File: src/rtl/core/plc_pkg.sv
`default_nettype none
package plc_pkg;

  localparam int KEY_LENGTH = 5;
  localparam int IDX_W      = (KEY_LENGTH > 1) ? $clog2(KEY_LENGTH) : 1;
  localparam int BYTE_W     = 8;
  localparam int CFG_IDX_W  = 2;

  typedef logic [BYTE_W-1:0]                 byte_t;
  typedef logic [KEY_LENGTH-1:0][BYTE_W-1:0] key_t;
  typedef logic [IDX_W-1:0]                  idx_t;
  typedef logic [CFG_IDX_W-1:0]              cfg_idx_t;
  typedef logic [1:0]                        motor_t;

  localparam cfg_idx_t CFG_OPEN_TICKS  = 2'd0;
  localparam cfg_idx_t CFG_HOLD_TICKS  = 2'd1;
  localparam cfg_idx_t CFG_ALARM_TICKS = 2'd2;

  localparam byte_t OPEN_TICKS_RST  = 8'd30;
  localparam byte_t HOLD_TICKS_RST  = 8'd7;
  localparam byte_t ALARM_TICKS_RST = 8'd116;

  localparam motor_t MOTOR_STOP = 2'd0;
  localparam motor_t MOTOR_CW   = 2'd1;
  localparam motor_t MOTOR_CCW  = 2'd2;

  localparam byte_t OPT_ALARM  = 8'h65;  // 'e'
  localparam byte_t OPT_REPLAY = 8'h72;  // 'r'
  localparam byte_t OPT_GATE   = 8'h67;  // 'g'
  localparam byte_t OPT_PWD    = 8'h70;  // 'p'

  localparam byte_t RSP_ZERO   = 8'h30;  // '0'
  localparam byte_t RSP_SAVED  = 8'h32;  // '2'
  localparam byte_t RSP_BAD    = 8'h35;  // '5'
  localparam byte_t RSP_GATE   = 8'h47;  // 'G'
  localparam byte_t RSP_ALARM  = 8'h6F;  // 'o'

endpackage
`default_nettype wire

File: src/rtl/core/plc_in_if.sv
`default_nettype none
interface plc_in_if;
  logic                valid;
  logic                ready;
  logic                op;
  plc_pkg::byte_t      rx_byte;

  modport source (output valid, output op, output rx_byte, input ready);
  modport sink   (input valid, input op, input rx_byte, output ready);
endinterface
`default_nettype wire

File: src/rtl/core/plc_out_if.sv
`default_nettype none
interface plc_out_if;
  logic                valid;
  logic                ready;
  logic                tx_valid;
  plc_pkg::byte_t      tx_byte;
  plc_pkg::motor_t     motor_drive;
  logic                buzzer_active;

  modport source (output valid, output tx_valid, output tx_byte, output motor_drive,
                  output buzzer_active, input ready);
  modport sink   (input valid, input tx_valid, input tx_byte, input motor_drive,
                  input buzzer_active, output ready);
endinterface
`default_nettype wire

File: src/rtl/core/plc_cfg_if.sv
`default_nettype none
interface plc_cfg_if;
  logic                valid;
  logic                ready;
  plc_pkg::cfg_idx_t   index;
  plc_pkg::byte_t      data;

  modport source (output valid, output index, output data, input ready);
  modport sink   (input valid, input index, input data, output ready);
endinterface
`default_nettype wire

File: src/rtl/core/password_lock_controller.sv
// An accepted input transaction passes through the input register, one pass of
// control logic and the output register. Throughput: one transaction per cycle
// unless the output stalls; the output register is freed in the cycle it is taken.
// Reset (rst_n low, synchronous): phase back to first password entry, counters,
// options, motor and buzzer cleared, tick registers back to 30/7/116.
`default_nettype none
module password_lock_controller (
  input  wire         clk,
  input  wire         rst_n,
  plc_in_if.sink      in_ch,
  plc_out_if.source   out_ch,
  plc_cfg_if.sink     cfg_ch
);

  localparam logic [2:0] PH_FIRST  = 3'd0;
  localparam logic [2:0] PH_SECOND = 3'd1;
  localparam logic [2:0] PH_OPTION = 3'd2;
  localparam logic [2:0] PH_VERIFY = 3'd3;
  localparam logic [2:0] PH_ALARM  = 3'd4;
  localparam logic [2:0] PH_OPEN   = 3'd5;
  localparam logic [2:0] PH_HOLD   = 3'd6;
  localparam logic [2:0] PH_CLOSE  = 3'd7;

  plc_pkg::byte_t  open_ticks_r, hold_ticks_r, alarm_ticks_r;

  logic            in_valid_r;
  logic            in_op_r;
  plc_pkg::byte_t  in_byte_r;

  logic [2:0]      phase_r, phase_nxt;
  plc_pkg::key_t   first_key_r, first_key_nxt;
  plc_pkg::key_t   second_key_r, second_key_nxt;
  plc_pkg::key_t   saved_key_r, saved_key_nxt;
  plc_pkg::idx_t   byte_index_r, byte_index_nxt;
  plc_pkg::byte_t  pending_option_r, pending_option_nxt;
  plc_pkg::byte_t  last_option_r, last_option_nxt;
  plc_pkg::byte_t  tick_count_r, tick_count_nxt;
  plc_pkg::motor_t motor_state_r, motor_state_nxt;
  logic            buzzer_state_r, buzzer_state_nxt;

  logic            out_valid_r;
  logic            tx_valid_r;
  plc_pkg::byte_t  tx_byte_r;
  plc_pkg::motor_t motor_drive_r;
  logic            buzzer_active_r;

  logic            adv;
  logic            send;
  plc_pkg::byte_t  reply;
  plc_pkg::byte_t  cnt_inc;
  plc_pkg::byte_t  opt;
  logic            last_byte;

  assign adv          = in_valid_r && (!out_valid_r || out_ch.ready);
  assign in_ch.ready  = !in_valid_r || adv;
  assign cfg_ch.ready = 1'b1;
  assign cnt_inc      = tick_count_r + 8'd1;
  assign last_byte    = (byte_index_r == plc_pkg::idx_t'(plc_pkg::KEY_LENGTH - 1));

  always_ff @(posedge clk) begin
    if (!rst_n) begin
      open_ticks_r  <= plc_pkg::OPEN_TICKS_RST;
      hold_ticks_r  <= plc_pkg::HOLD_TICKS_RST;
      alarm_ticks_r <= plc_pkg::ALARM_TICKS_RST;
    end else if (cfg_ch.valid) begin
      unique case (cfg_ch.index)
        plc_pkg::CFG_OPEN_TICKS:  open_ticks_r  <= cfg_ch.data;
        plc_pkg::CFG_HOLD_TICKS:  hold_ticks_r  <= cfg_ch.data;
        plc_pkg::CFG_ALARM_TICKS: alarm_ticks_r <= cfg_ch.data;
        default: ;
      endcase
    end
  end

  always_ff @(posedge clk) begin
    if (!rst_n) begin
      in_valid_r <= 1'b0;
    end else if (in_ch.ready) begin
      in_valid_r <= in_ch.valid;
    end
  end

  always_ff @(posedge clk) begin
    if (in_ch.valid && in_ch.ready) begin
      in_op_r   <= in_ch.op;
      in_byte_r <= in_ch.rx_byte;
    end
  end

  always_comb begin
    phase_nxt          = phase_r;
    first_key_nxt      = first_key_r;
    second_key_nxt     = second_key_r;
    saved_key_nxt      = saved_key_r;
    byte_index_nxt     = byte_index_r;
    pending_option_nxt = pending_option_r;
    last_option_nxt    = last_option_r;
    tick_count_nxt     = tick_count_r;
    motor_state_nxt    = motor_state_r;
    buzzer_state_nxt   = buzzer_state_r;
    send               = 1'b0;
    reply              = '0;
    opt                = (pending_option_r == plc_pkg::OPT_REPLAY) ? last_option_r
                                                                  : pending_option_r;
    if (in_op_r) begin
      unique case (phase_r)
        PH_ALARM: begin
          if (cnt_inc >= alarm_ticks_r) begin
            tick_count_nxt   = '0;
            buzzer_state_nxt = 1'b0;
            send             = 1'b1;
            reply            = plc_pkg::RSP_ALARM;
            phase_nxt        = PH_OPTION;
          end else begin
            tick_count_nxt = cnt_inc;
          end
        end
        PH_OPEN: begin
          if (cnt_inc >= open_ticks_r) begin
            tick_count_nxt  = '0;
            motor_state_nxt = plc_pkg::MOTOR_STOP;
            phase_nxt       = PH_HOLD;
          end else begin
            tick_count_nxt = cnt_inc;
          end
        end
        PH_HOLD: begin
          if (cnt_inc >= hold_ticks_r) begin
            tick_count_nxt  = '0;
            motor_state_nxt = plc_pkg::MOTOR_CCW;
            phase_nxt       = PH_CLOSE;
          end else begin
            tick_count_nxt = cnt_inc;
          end
        end
        PH_CLOSE: begin
          if (cnt_inc >= open_ticks_r) begin
            tick_count_nxt  = '0;
            motor_state_nxt = plc_pkg::MOTOR_STOP;
            phase_nxt       = PH_OPTION;
          end else begin
            tick_count_nxt = cnt_inc;
          end
        end
        default: ;
      endcase
    end else begin
      unique case (phase_r)
        PH_FIRST: begin
          first_key_nxt[byte_index_r] = in_byte_r;
          if (last_byte) begin
            byte_index_nxt = '0;
            phase_nxt      = PH_SECOND;
          end else begin
            byte_index_nxt = byte_index_r + plc_pkg::idx_t'(1);
          end
        end
        PH_SECOND: begin
          second_key_nxt[byte_index_r] = in_byte_r;
          if (last_byte) begin
            byte_index_nxt = '0;
            send           = 1'b1;
            if (first_key_r == second_key_nxt) begin
              saved_key_nxt = first_key_r;
              reply         = plc_pkg::RSP_SAVED;
              phase_nxt     = PH_OPTION;
            end else begin
              reply     = plc_pkg::RSP_ZERO;
              phase_nxt = PH_FIRST;
            end
          end else begin
            byte_index_nxt = byte_index_r + plc_pkg::idx_t'(1);
          end
        end
        PH_OPTION: begin
          if (in_byte_r == plc_pkg::OPT_ALARM) begin
            buzzer_state_nxt = 1'b1;
            tick_count_nxt   = '0;
            phase_nxt        = PH_ALARM;
          end else begin
            pending_option_nxt = in_byte_r;
            byte_index_nxt     = '0;
            phase_nxt          = PH_VERIFY;
          end
        end
        PH_VERIFY: begin
          first_key_nxt[byte_index_r] = in_byte_r;
          if (last_byte) begin
            byte_index_nxt = '0;
            phase_nxt      = PH_OPTION;
            if (first_key_nxt != saved_key_r) begin
              last_option_nxt = pending_option_r;
              send            = 1'b1;
              reply           = plc_pkg::RSP_BAD;
            end else if (opt == plc_pkg::OPT_GATE) begin
              last_option_nxt = opt;
              send            = 1'b1;
              reply           = plc_pkg::RSP_GATE;
              motor_state_nxt = plc_pkg::MOTOR_CW;
              tick_count_nxt  = '0;
              phase_nxt       = PH_OPEN;
            end else if (opt == plc_pkg::OPT_PWD) begin
              last_option_nxt = opt;
              send            = 1'b1;
              reply           = plc_pkg::RSP_ZERO;
              phase_nxt       = PH_FIRST;
            end
          end else begin
            byte_index_nxt = byte_index_r + plc_pkg::idx_t'(1);
          end
        end
        default: ;
      endcase
    end
  end

  always_ff @(posedge clk) begin
    if (!rst_n) begin
      phase_r          <= PH_FIRST;
      byte_index_r     <= '0;
      pending_option_r <= '0;
      last_option_r    <= '0;
      tick_count_r     <= '0;
      motor_state_r    <= plc_pkg::MOTOR_STOP;
      buzzer_state_r   <= 1'b0;
    end else if (adv) begin
      phase_r          <= phase_nxt;
      byte_index_r     <= byte_index_nxt;
      pending_option_r <= pending_option_nxt;
      last_option_r    <= last_option_nxt;
      tick_count_r     <= tick_count_nxt;
      motor_state_r    <= motor_state_nxt;
      buzzer_state_r   <= buzzer_state_nxt;
    end
  end

  always_ff @(posedge clk) begin
    if (adv) begin
      first_key_r  <= first_key_nxt;
      second_key_r <= second_key_nxt;
      saved_key_r  <= saved_key_nxt;
    end
  end

  always_ff @(posedge clk) begin
    if (!rst_n) begin
      out_valid_r <= 1'b0;
    end else if (adv) begin
      out_valid_r <= 1'b1;
    end else if (out_ch.ready) begin
      out_valid_r <= 1'b0;
    end
  end

  always_ff @(posedge clk) begin
    if (adv) begin
      tx_valid_r      <= send;
      tx_byte_r       <= reply;
      motor_drive_r   <= motor_state_nxt;
      buzzer_active_r <= buzzer_state_nxt;
    end
  end

  assign out_ch.valid         = out_valid_r;
  assign out_ch.tx_valid      = tx_valid_r;
  assign out_ch.tx_byte       = tx_byte_r;
  assign out_ch.motor_drive   = motor_drive_r;
  assign out_ch.buzzer_active = buzzer_active_r;

endmodule
`default_nettype wire

File: src/flat_wrapper.sv
// flat-port wrapper written by rule: the top's interface ports become plain ports
module password_lock_controller_flat 
  (clk, rst_n, in_ch_valid, in_ch_op, in_ch_rx_byte, in_ch_ready, out_ch_valid, out_ch_tx_valid, out_ch_tx_byte, out_ch_motor_drive, out_ch_buzzer_active, out_ch_ready, cfg_ch_valid, cfg_ch_index, cfg_ch_data, cfg_ch_ready);
  plc_in_if in_ch_i ();
  plc_out_if out_ch_i ();
  plc_cfg_if cfg_ch_i ();
  input  wire clk;
  input  wire rst_n;
  input wire logic [$bits(in_ch_i.valid)-1:0] in_ch_valid;
  input wire logic [$bits(in_ch_i.op)-1:0] in_ch_op;
  input wire logic [$bits(in_ch_i.rx_byte)-1:0] in_ch_rx_byte;
  output wire logic [$bits(in_ch_i.ready)-1:0] in_ch_ready;
  output wire logic [$bits(out_ch_i.valid)-1:0] out_ch_valid;
  output wire logic [$bits(out_ch_i.tx_valid)-1:0] out_ch_tx_valid;
  output wire logic [$bits(out_ch_i.tx_byte)-1:0] out_ch_tx_byte;
  output wire logic [$bits(out_ch_i.motor_drive)-1:0] out_ch_motor_drive;
  output wire logic [$bits(out_ch_i.buzzer_active)-1:0] out_ch_buzzer_active;
  input wire logic [$bits(out_ch_i.ready)-1:0] out_ch_ready;
  input wire logic [$bits(cfg_ch_i.valid)-1:0] cfg_ch_valid;
  input wire logic [$bits(cfg_ch_i.index)-1:0] cfg_ch_index;
  input wire logic [$bits(cfg_ch_i.data)-1:0] cfg_ch_data;
  output wire logic [$bits(cfg_ch_i.ready)-1:0] cfg_ch_ready;
  assign in_ch_i.valid = in_ch_valid;
  assign in_ch_i.op = in_ch_op;
  assign in_ch_i.rx_byte = in_ch_rx_byte;
  assign in_ch_ready = in_ch_i.ready;
  assign out_ch_valid = out_ch_i.valid;
  assign out_ch_tx_valid = out_ch_i.tx_valid;
  assign out_ch_tx_byte = out_ch_i.tx_byte;
  assign out_ch_motor_drive = out_ch_i.motor_drive;
  assign out_ch_buzzer_active = out_ch_i.buzzer_active;
  assign out_ch_i.ready = out_ch_ready;
  assign cfg_ch_i.valid = cfg_ch_valid;
  assign cfg_ch_i.index = cfg_ch_index;
  assign cfg_ch_i.data = cfg_ch_data;
  assign cfg_ch_ready = cfg_ch_i.ready;
  password_lock_controller u_core (.clk(clk), .rst_n(rst_n), .in_ch(in_ch_i), .out_ch(out_ch_i), .cfg_ch(cfg_ch_i));
endmodule
File: config.mk
export PLATFORM = sky130hd
export DESIGN_NAME = password_lock_controller_flat
export DESIGN_NICKNAME = d
export VERILOG_FILES = /design/src/rtl/core/plc_pkg.sv /design/src/rtl/core/plc_in_if.sv /design/src/rtl/core/plc_out_if.sv /design/src/rtl/core/plc_cfg_if.sv /design/src/rtl/core/password_lock_controller.sv /design/src/flat_wrapper.sv
export SDC_FILE = /design/constraint.sdc
export NUM_CORES = 1
export LEC_CHECK = 0
export ABC_AREA = 1
export BUFFER_PORTS_ARGS = -buffer_cell sky130_fd_sc_hd__buf_2
export CORE_MARGIN = 2
export CORE_UTILIZATION = 65
export CTS_CLUSTER_SIZE = 16
export DETAILED_ROUTE_END_ITERATION = 6
export PLACE_DENSITY = 0.81
export SYNTH_ARGS = -nofsm -noshare
export SYNTH_HDL_FRONTEND = slang
export SYNTH_SLANG_ARGS = --single-unit
export TNS_END_PERCENT = 10
File: constraint.sdc
create_clock -name clk -period 7.1 [get_ports clk]
set_input_delay 1.065 -clock clk [delete_from_list [all_inputs] [get_ports clk]]
set_output_delay 1.065 -clock clk [all_outputs]
set_load 0.05 [all_outputs]
==> results of run 1 <==
-- cell type report --
type | instances | area, µm²
Tap cell | 216 | 270
Clock inverter | 10 | 93.8
Clock buffer | 22 | 505
Timing Repair Buffer | 40 | 210
Sequential cell | 198 | 5360
Multi-Input combinational cell | 854 | 4070
Fill cell | 1207 | 4380
Inverter | 268 | 1010
-- how the worst max path moves through the flow --
stage,endpoint,slack (ns),cells after the start
2_1_floorplan,u_core.second_key_r[0]$_DFFE_PP_,2.31,6
3_3_place_gp,u_core.saved_key_r[26]$_DFFE_PP_,3.49,15
3_5_place_dp,u_core.saved_key_r[13]$_DFFE_PP_,3.40,13
4_1_cts,u_core.saved_key_r[19]$_DFFE_PP_,3.39,13
5_1_grt,u_core.saved_key_r[19]$_DFFE_PP_,3.06,13
6_report,u_core.saved_key_r[29]$_DFFE_PP_,3.34,14
-- registers in the layout, summed over array words and instances, names as in the netlist --
| register | cells |
|---|---|
| u_core.in_byte_r | 8 |
| u_core.in_valid_r | 1 |
| u_core.out_ch.motor_drive | 2 |
| u_core.saved_key_r | 40 |
| u_core.pending_option_r | 8 |
| u_core.open_ticks_r | 8 |
| u_core.in_op_r | 1 |
| u_core.out_ch.tx_byte | 6 |
| u_core.last_option_r | 8 |
| u_core.tick_count_r | 8 |
| u_core.byte_index_r | 3 |
| u_core.out_ch.tx_valid | 1 |
| u_core.buzzer_state_r | 1 |
| u_core.out_ch.valid | 1 |
| u_core.second_key_r | 40 |
| u_core.hold_ticks_r | 8 |
| u_core.out_ch.buzzer_active | 1 |
| u_core.phase_r | 3 |
| u_core.alarm_ticks_r | 8 |
| u_core.first_key_r | 40 |
| u_core.motor_state_r | 2 |
-- layout by cell type, fill, tap and decap left out, types with 14 or more instances in the layout --
cell,netlist,final
a21oi_1,50,50
nand3b_1,16,16
buf_2,3,36
ha_1,27,27
nor2_1,121,120
nand3_1,63,63
edfxtp_1,139,139
dfxtp_1,59,59
nand2_1,401,401
nand4_1,14,14
o21ai_0,85,85
clkbuf_16,0,18
inv_1,260,260
-- cells in the mapped netlist, types with 2 or more instances --
master / number
nand2_1: 401
inv_1: 260
edfxtp_1: 139
nor2_1: 121
o21ai_0: 85
nand3_1: 63
dfxtp_1: 59
a21oi_1: 50
ha_1: 27
nand3b_1: 16
nand4_1: 14
nor3_1: 13
o211ai_1: 12
xor2_1: 12
clkbuf_1: 10
inv_2: 7
buf_6: 6
nand2_2: 6
or2_2: 6
buf_4: 5
nor2_2: 5
buf_2: 3
nand2_4: 3
nor4_1: 3
a211oi_1: 2
a31oi_1: 2
conb_1: 2
nand3_2: 2
-- where the power goes --
part / leakage, nW / switching [mW] / internal, mW
combinational: 3.61 / 0.152 / 0.0588
clock: 0.310 / 0.437 / 0.544
sequential: 1.75 / 0.0182 / 1.26
-- per-stage QoR --
step           hold slack [ns]  cells
6_report                 0.458   1608
5_1_grt                  0.482   1608
2_1_floorplan            0.426   1345
3_5_place_dp             0.437   1576
3_3_place_gp             0.430   1576
4_1_cts                  0.458   1608
-- layer usage --
metal	up-vias	wire [µm]
met4	0	562
met1	4100	10700
met2	411	11400
li1	4341	-
met5	-	0
met3	52	2090
-- kinds of logic (layout without fill, tap and decap cells) --
family | count (synthesis) | after routing
simple gates | 654 | 654
buf+inv | 293 | 340
flops | 198 | 198
compound gates | 158 | 158
fa+ha+maj | 27 | 27
xor+xnor | 13 | 13
other cells | 2 | 2
==> flow_summary.json, run 1 <==
{
  "timing.final.ws_setup_ns": 3.34,
  "synth_compound_area_frac": 0.0809,
  "grt_max_degree": 53,
  "rsz0062_at_grt": "false",
  "gr-usage-met3": 0.0513,
  "cts_setup_buffers": 0,
  "grt_pass1_vias": 8052,
  "grt-ovfl-total": 0,
  "p_total_mw": 2.47,
  "fin_crit_sh": 0.529,
  "layout-drive-gt1-share": 0.0761,
  "synthXorXnorAreaFrac": 0.0108,
  "crit_fanout": 40,
  "holdBufCountCts": 0,
  "vias": 8904,
  "pre_cts_ws_ns": 3.40,
  "first_iter_violations": 960,
  "critPathLaunch": "u_core.byte_index_r[0]$_SDFFE_PN0P_",
  "gp_congestion": 0.938,
  "r2r_start": "u_core.byte_index_r[0]$_SDFFE_PN0P_",
  "grt.total_usage": 0.293,
  "avgSynthCellArea_um2": 7.86,
  "routedWlPerCell_um": 15.4,
  "r2r_end": "u_core.saved_key_r[29]$_DFFE_PP_",
  "grt_antenna_before_repair": 0,
  "cp_cell_sequence": "inv_1 > nand3_1 > inv_2 > o21ai_0 > nand2_1 > o21ai_0 > nor2_1 > nand2_1 > nor2_1 > nand2_1 > nor2_1 > nand3_1 > nor2_4 > buf_4",
  "yosys.area_share.simple": 0.258,
  "synthMuxAreaShare": 0,
  "synth_top_area_cell": "edfxtp_1",
  "max_freq_mhz": 266,
  "ys_dominant_reg_cell": "edfxtp_1",
  "totalWireLength_mm": 24.8,
  "synthAdderAreaFrac": 0.0319,
  "dpl_cell_area_um2": 10900,
  "cp-start-kind": "flop",
  "status": "complete, but fails checks",
  "use_met2": 0.469,
  "core_area_um2": 15900,
  "crit_type": "flop to flop",
  "leakagePower_nw": 5.67,
  "clock_path_buffers": 2,
  "synthArstFlopShare": 0,
  "io_buffers": 36,
  "worst_pin_slew_ns": 1.19,
  "synth-edff-count": 139,
  "synth_warnings": 0,
  "power_density_nw_per_um2": 215,
  "root_buffer": "clkbuf_16",
  "post_cts_resize_count": 0,
  "skew_ns": 0.00904,
  "hp-start": "u_core.first_key_r[26]$_DFFE_PP_",
  "die_x_um": 132,
  "yosysUniqueCellTypes": 39,
  "holdPathEnd": "u_core.saved_key_r[26]$_DFFE_PP_",
  "setup_viol_count_final": 0,
  "dp_hpwl_mm": 17.4,
  "syn-instance-count": 1345,
  "fin_crit_ns": 3.76,
  "hold_viol": 0,
  "grtUsageMet1": 0.411,
  "start_util": 0.666,
  "layout.nets": 1430,
  "r2r_slack_ns": 3.34,
  "grt_pass1_wl_mm": 39.8,
  "numCtsBuffers": 17,
  "path_buf_inv": 3,
  "post-route-drc-count": 2,
  "worst_ep_arrival_time_ns": 3.84,
  "finish.instance_area_um2": 11500,
  "ys_ff_latch": 198,
  "required_ns": 7.18,
  "final.setup.tns_ns": 0,
  "ir_drop_uv": 224,
  "busiest_layer": "met2",
  "drv_cap": 0,
  "path_delay_family": "simple AND/OR/NAND/NOR gates",
  "path_clk_slew_ns": 0.07,
  "max_stage_delay_ns": 0.49,
  "first_pass_iters": 7,
  "synth_top_family_by_area": "simple AND/OR/NAND/NOR gates",
  "htree_levels": 4,
  "synth_top_area_share": 0.395,
  "ios": 39,
  "syn-num-nets": 1396,
  "antenna_cells": 0,
  "rows": 46,
  "viasPerCell": 5.54,
  "slew_violations": 0,
  "holdPathStages": 0,
  "slowest_stage": "buf_4",
  "syn-cell-area_um2": 10600,
  "synthTopCellsByArea": "edfxtp_1, nand2_1, dfxtp_1",
  "die-area_um2": 17300,
  "critPathCaptureType": "flop",
  "post-route-util": 0.725,
  "clock_latency_ns": 0.44,
  "violations": "DRC",
  "hp-class": "flop to flop",
  "cts_tree": "built",
  "slew_headroom": 0.198,
  "reg2reg_depth": 14,
  "ant_nets": 0,
  "cts_sinks": 198,
  "seq_area_frac_synth": 0.506,
  "area_growth_pct": 8.81,
  "die_height_um": 132
}
(Power assumes the default switching activity.)
==> run 2: changes to the inputs <==
--- a/config.mk
+++ b/config.mk
@@ -8,10 +8,10 @@
 export ABC_AREA = 1
 export BUFFER_PORTS_ARGS = -buffer_cell sky130_fd_sc_hd__buf_2
 export CORE_MARGIN = 2
-export CORE_UTILIZATION = 65
+export CORE_UTILIZATION = 62
 export CTS_CLUSTER_SIZE = 16
 export DETAILED_ROUTE_END_ITERATION = 6
-export PLACE_DENSITY = 0.81
+export PLACE_DENSITY = 0.78
 export SYNTH_ARGS = -nofsm -noshare
 export SYNTH_HDL_FRONTEND = slang
 export SYNTH_SLANG_ARGS = --single-unit
==> constraint.sdc (replaced) <==
create_clock -name clk -period 3.8 [get_ports clk]
set_input_delay 0.57 -clock clk [delete_from_list [all_inputs] [get_ports clk]]
set_output_delay 0.57 -clock clk [all_outputs]
set_load 0.05 [all_outputs]
==> run 2 against run 1 <==
  * The run now ends clean
  * Clock skew decreased by 0.0025 ns
  * Die area increased by 4.7%
  * Utilization decreased by 3.0 points
  * First-iteration DRC count decreased by 0.94%
  * Routed wire length increased by 0.29%
  * Clock-buffer cell count increased by 1
  * Critical endpoint is now u_core.saved_key_r[2]$_DFFE_PP_
  * Largest cell class unchanged
  * Highest routed layer unchanged
==> flow_summary.json, run 2 (synthesis results as in run 1) <==
{
  "status": "complete, no violations",
  "slew_violations": 0,
  "ios": 39,
  "required_ns": 3.92,
  "routedWlPerCell_um": 15.4,
  "first_pass_iters": 5,
  "cp-start-kind": "flop",
  "layout.nets": 1436,
  "drv_cap": 0,
  "post-route-drc-count": 0,
  "setup_viol_count_final": 0,
  "crit_fanout": 40,
  "rsz0062_at_grt": "false",
  "htree_levels": 4,
  "slowest_stage": "dfxtp_1",
  "ir_drop_uv": 368,
  "worst_pin_slew_ns": 0.924,
  "start_util": 0.636,
  "die-area_um2": 18100,
  "hold_viol": 0,
  "die_height_um": 135,
  "top_regs": "u_core.first_key_r (40), u_core.saved_key_r (40), u_core.second_key_r (40)",
  "max_freq_mhz": 300,
  "path_clk_slew_ns": 0.07,
  "area_growth_pct": 9.34,
  "final_common_cell": "nand2_1",
  "hp-class": "input port to flop",
  "grt_pass1_vias": 7994,
  "leakagePower_nw": 5.68,
  "critPathCaptureType": "flop",
  "slew_headroom": 0.384,
  "vias": 8809,
  "root_buffer": "clkbuf_16",
  "holdBufCountCts": 0,
  "skew_ns": 0.00653,
  "core_area_um2": 16600,
  "grt-ovfl-total": 0,
  "cts_setup_buffers": 0,
  "cp_cell_sequence": "nand3_2 > inv_1 > nand2_1 > nand2_1 > inv_1 > nand2_1 > o21ai_0 > nor2_1 > nand2_1 > nor2_1 > nand2_1 > nor2_1 > nand3_1 > nor2_4 > buf_12",
  "rows": 47,
  "ant_nets": 0,
  "crit_type": "flop to flop",
  "viasPerCell": 5.44,
  "dpl_cell_area_um2": 11000,
  "die_x_um": 135,
  "max_stage_delay_ns": 0.61,
  "antenna_cells": 0,
  "crit_top_cell": "nand2_1",
  "grt_max_degree": 53,
  "cts_sinks": 198,
  "grt.total_usage": 0.283,
  "dp_hpwl_mm": 17.6,
  "finish.instance_area_um2": 11600,
  "fin_crit_sh": 0.877,
  "grt_pass1_wl_mm": 39.8,
  "grt_antenna_before_repair": 0,
  "fin_hold_ws_ns": 0.298,
  "first_iter_violations": 951,
  "post_cts_resize_count": 0,
  "clock_path_buffers": 2,
  "totalWireLength_mm": 24.9,
  "p_total_mw": 4.59,
  "layout-drive-gt1-share": 0.0794,
  "fin_crit_ns": 3.33,
  "numCtsBuffers": 17,
  "gp_congestion": 0.924,
  "io_buffers": 36,
  "cts_tree": "built",
  "final_cell_mix": "nand2_1, inv_1, edfxtp_1",
  "clock_latency_ns": 0.44,
  "worst_ep_arrival_time_ns": 3.46,
  "power_density_nw_per_um2": 397
}
-- run 2: cell count changes in the layout (fill, tap and decap cells not counted) --
cell / change
o311ai_1: +1
clkbuf_16: +2
clkbuf_1: +1
clkinv_4: +1
buf_4: +5
buf_12: +1
clkinv_2: +3
o311ai_0: -1
inv_4: -2
inv_6: -1
clkbuf_8: -2
bufinv_8: -2
-- run 2: final timing paths --
kind / from / to / slack, ns / depth (start not counted)
min: in_ch_op / u_core.in_op_r$_DFFE_PP_ / 0.30 / 1
max: u_core.byte_index_r[0]$_SDFFE_PN0P_ / u_core.saved_key_r[2]$_DFFE_PP_ / 0.47 / 15
min reg2reg: u_core.first_key_r[26]$_DFFE_PP_ / u_core.saved_key_r[26]$_DFFE_PP_ / 0.45 / 0
max reg2reg: u_core.byte_index_r[0]$_SDFFE_PN0P_ / u_core.saved_key_r[2]$_DFFE_PP_ / 0.47 / 15
-- run 2: worst max-delay path: cells and delay by family, from the launching register on --
kind	cells	cell delay [ns]
AND/OR/NAND/NOR	11	1.68
flip-flops	1	0.61
buffers and inverters	3	0.61
AO/OA/AOI/OAI	1	0.08
-- run 2: final cells by class --
type                            count  area [µm²]
Sequential cell                   198        5360
Fill cell                        1332        5080
Multi-Input combinational cell    854        4070
Inverter                          268        1010
Clock buffer                       23         532
Tap cell                          220         275
Timing Repair Buffer               46         268
Clock inverter                      9        61.3
-- run 2: metrics by stage --
| stage | std cells | utilization | TNS, ns | worst slack [ns] |
|---|---|---|---|---|
| detailed placement | 1586 | 0.659 | 0 | 0.496 |
| global route | 1618 | 0.695 | 0 | 0.132 |
| CTS | 1618 | 0.695 | 0 | 0.457 |
| global placement | 1586 | 0.659 | 0 | 0.508 |
| floorplan | 1345 | - | -40.17 | -0.491 |
| finish | 1618 | 0.695 | 0 | 0.467 |
-- run 2: per-layer routing --
metal	wire, µm	GRT usage
met1	11100	0.398
met2	11400	0.453
met4	407	0.0883
met3	1970	0.0473
met5	0	0
-- run 2: report_power, final --
| group | switching [mW] | internal, mW |
|---|---|---|
| Sequential | 0.0338 | 2.36 |
| Combinational | 0.289 | 0.114 |
| Clock | 0.808 | 0.991 |
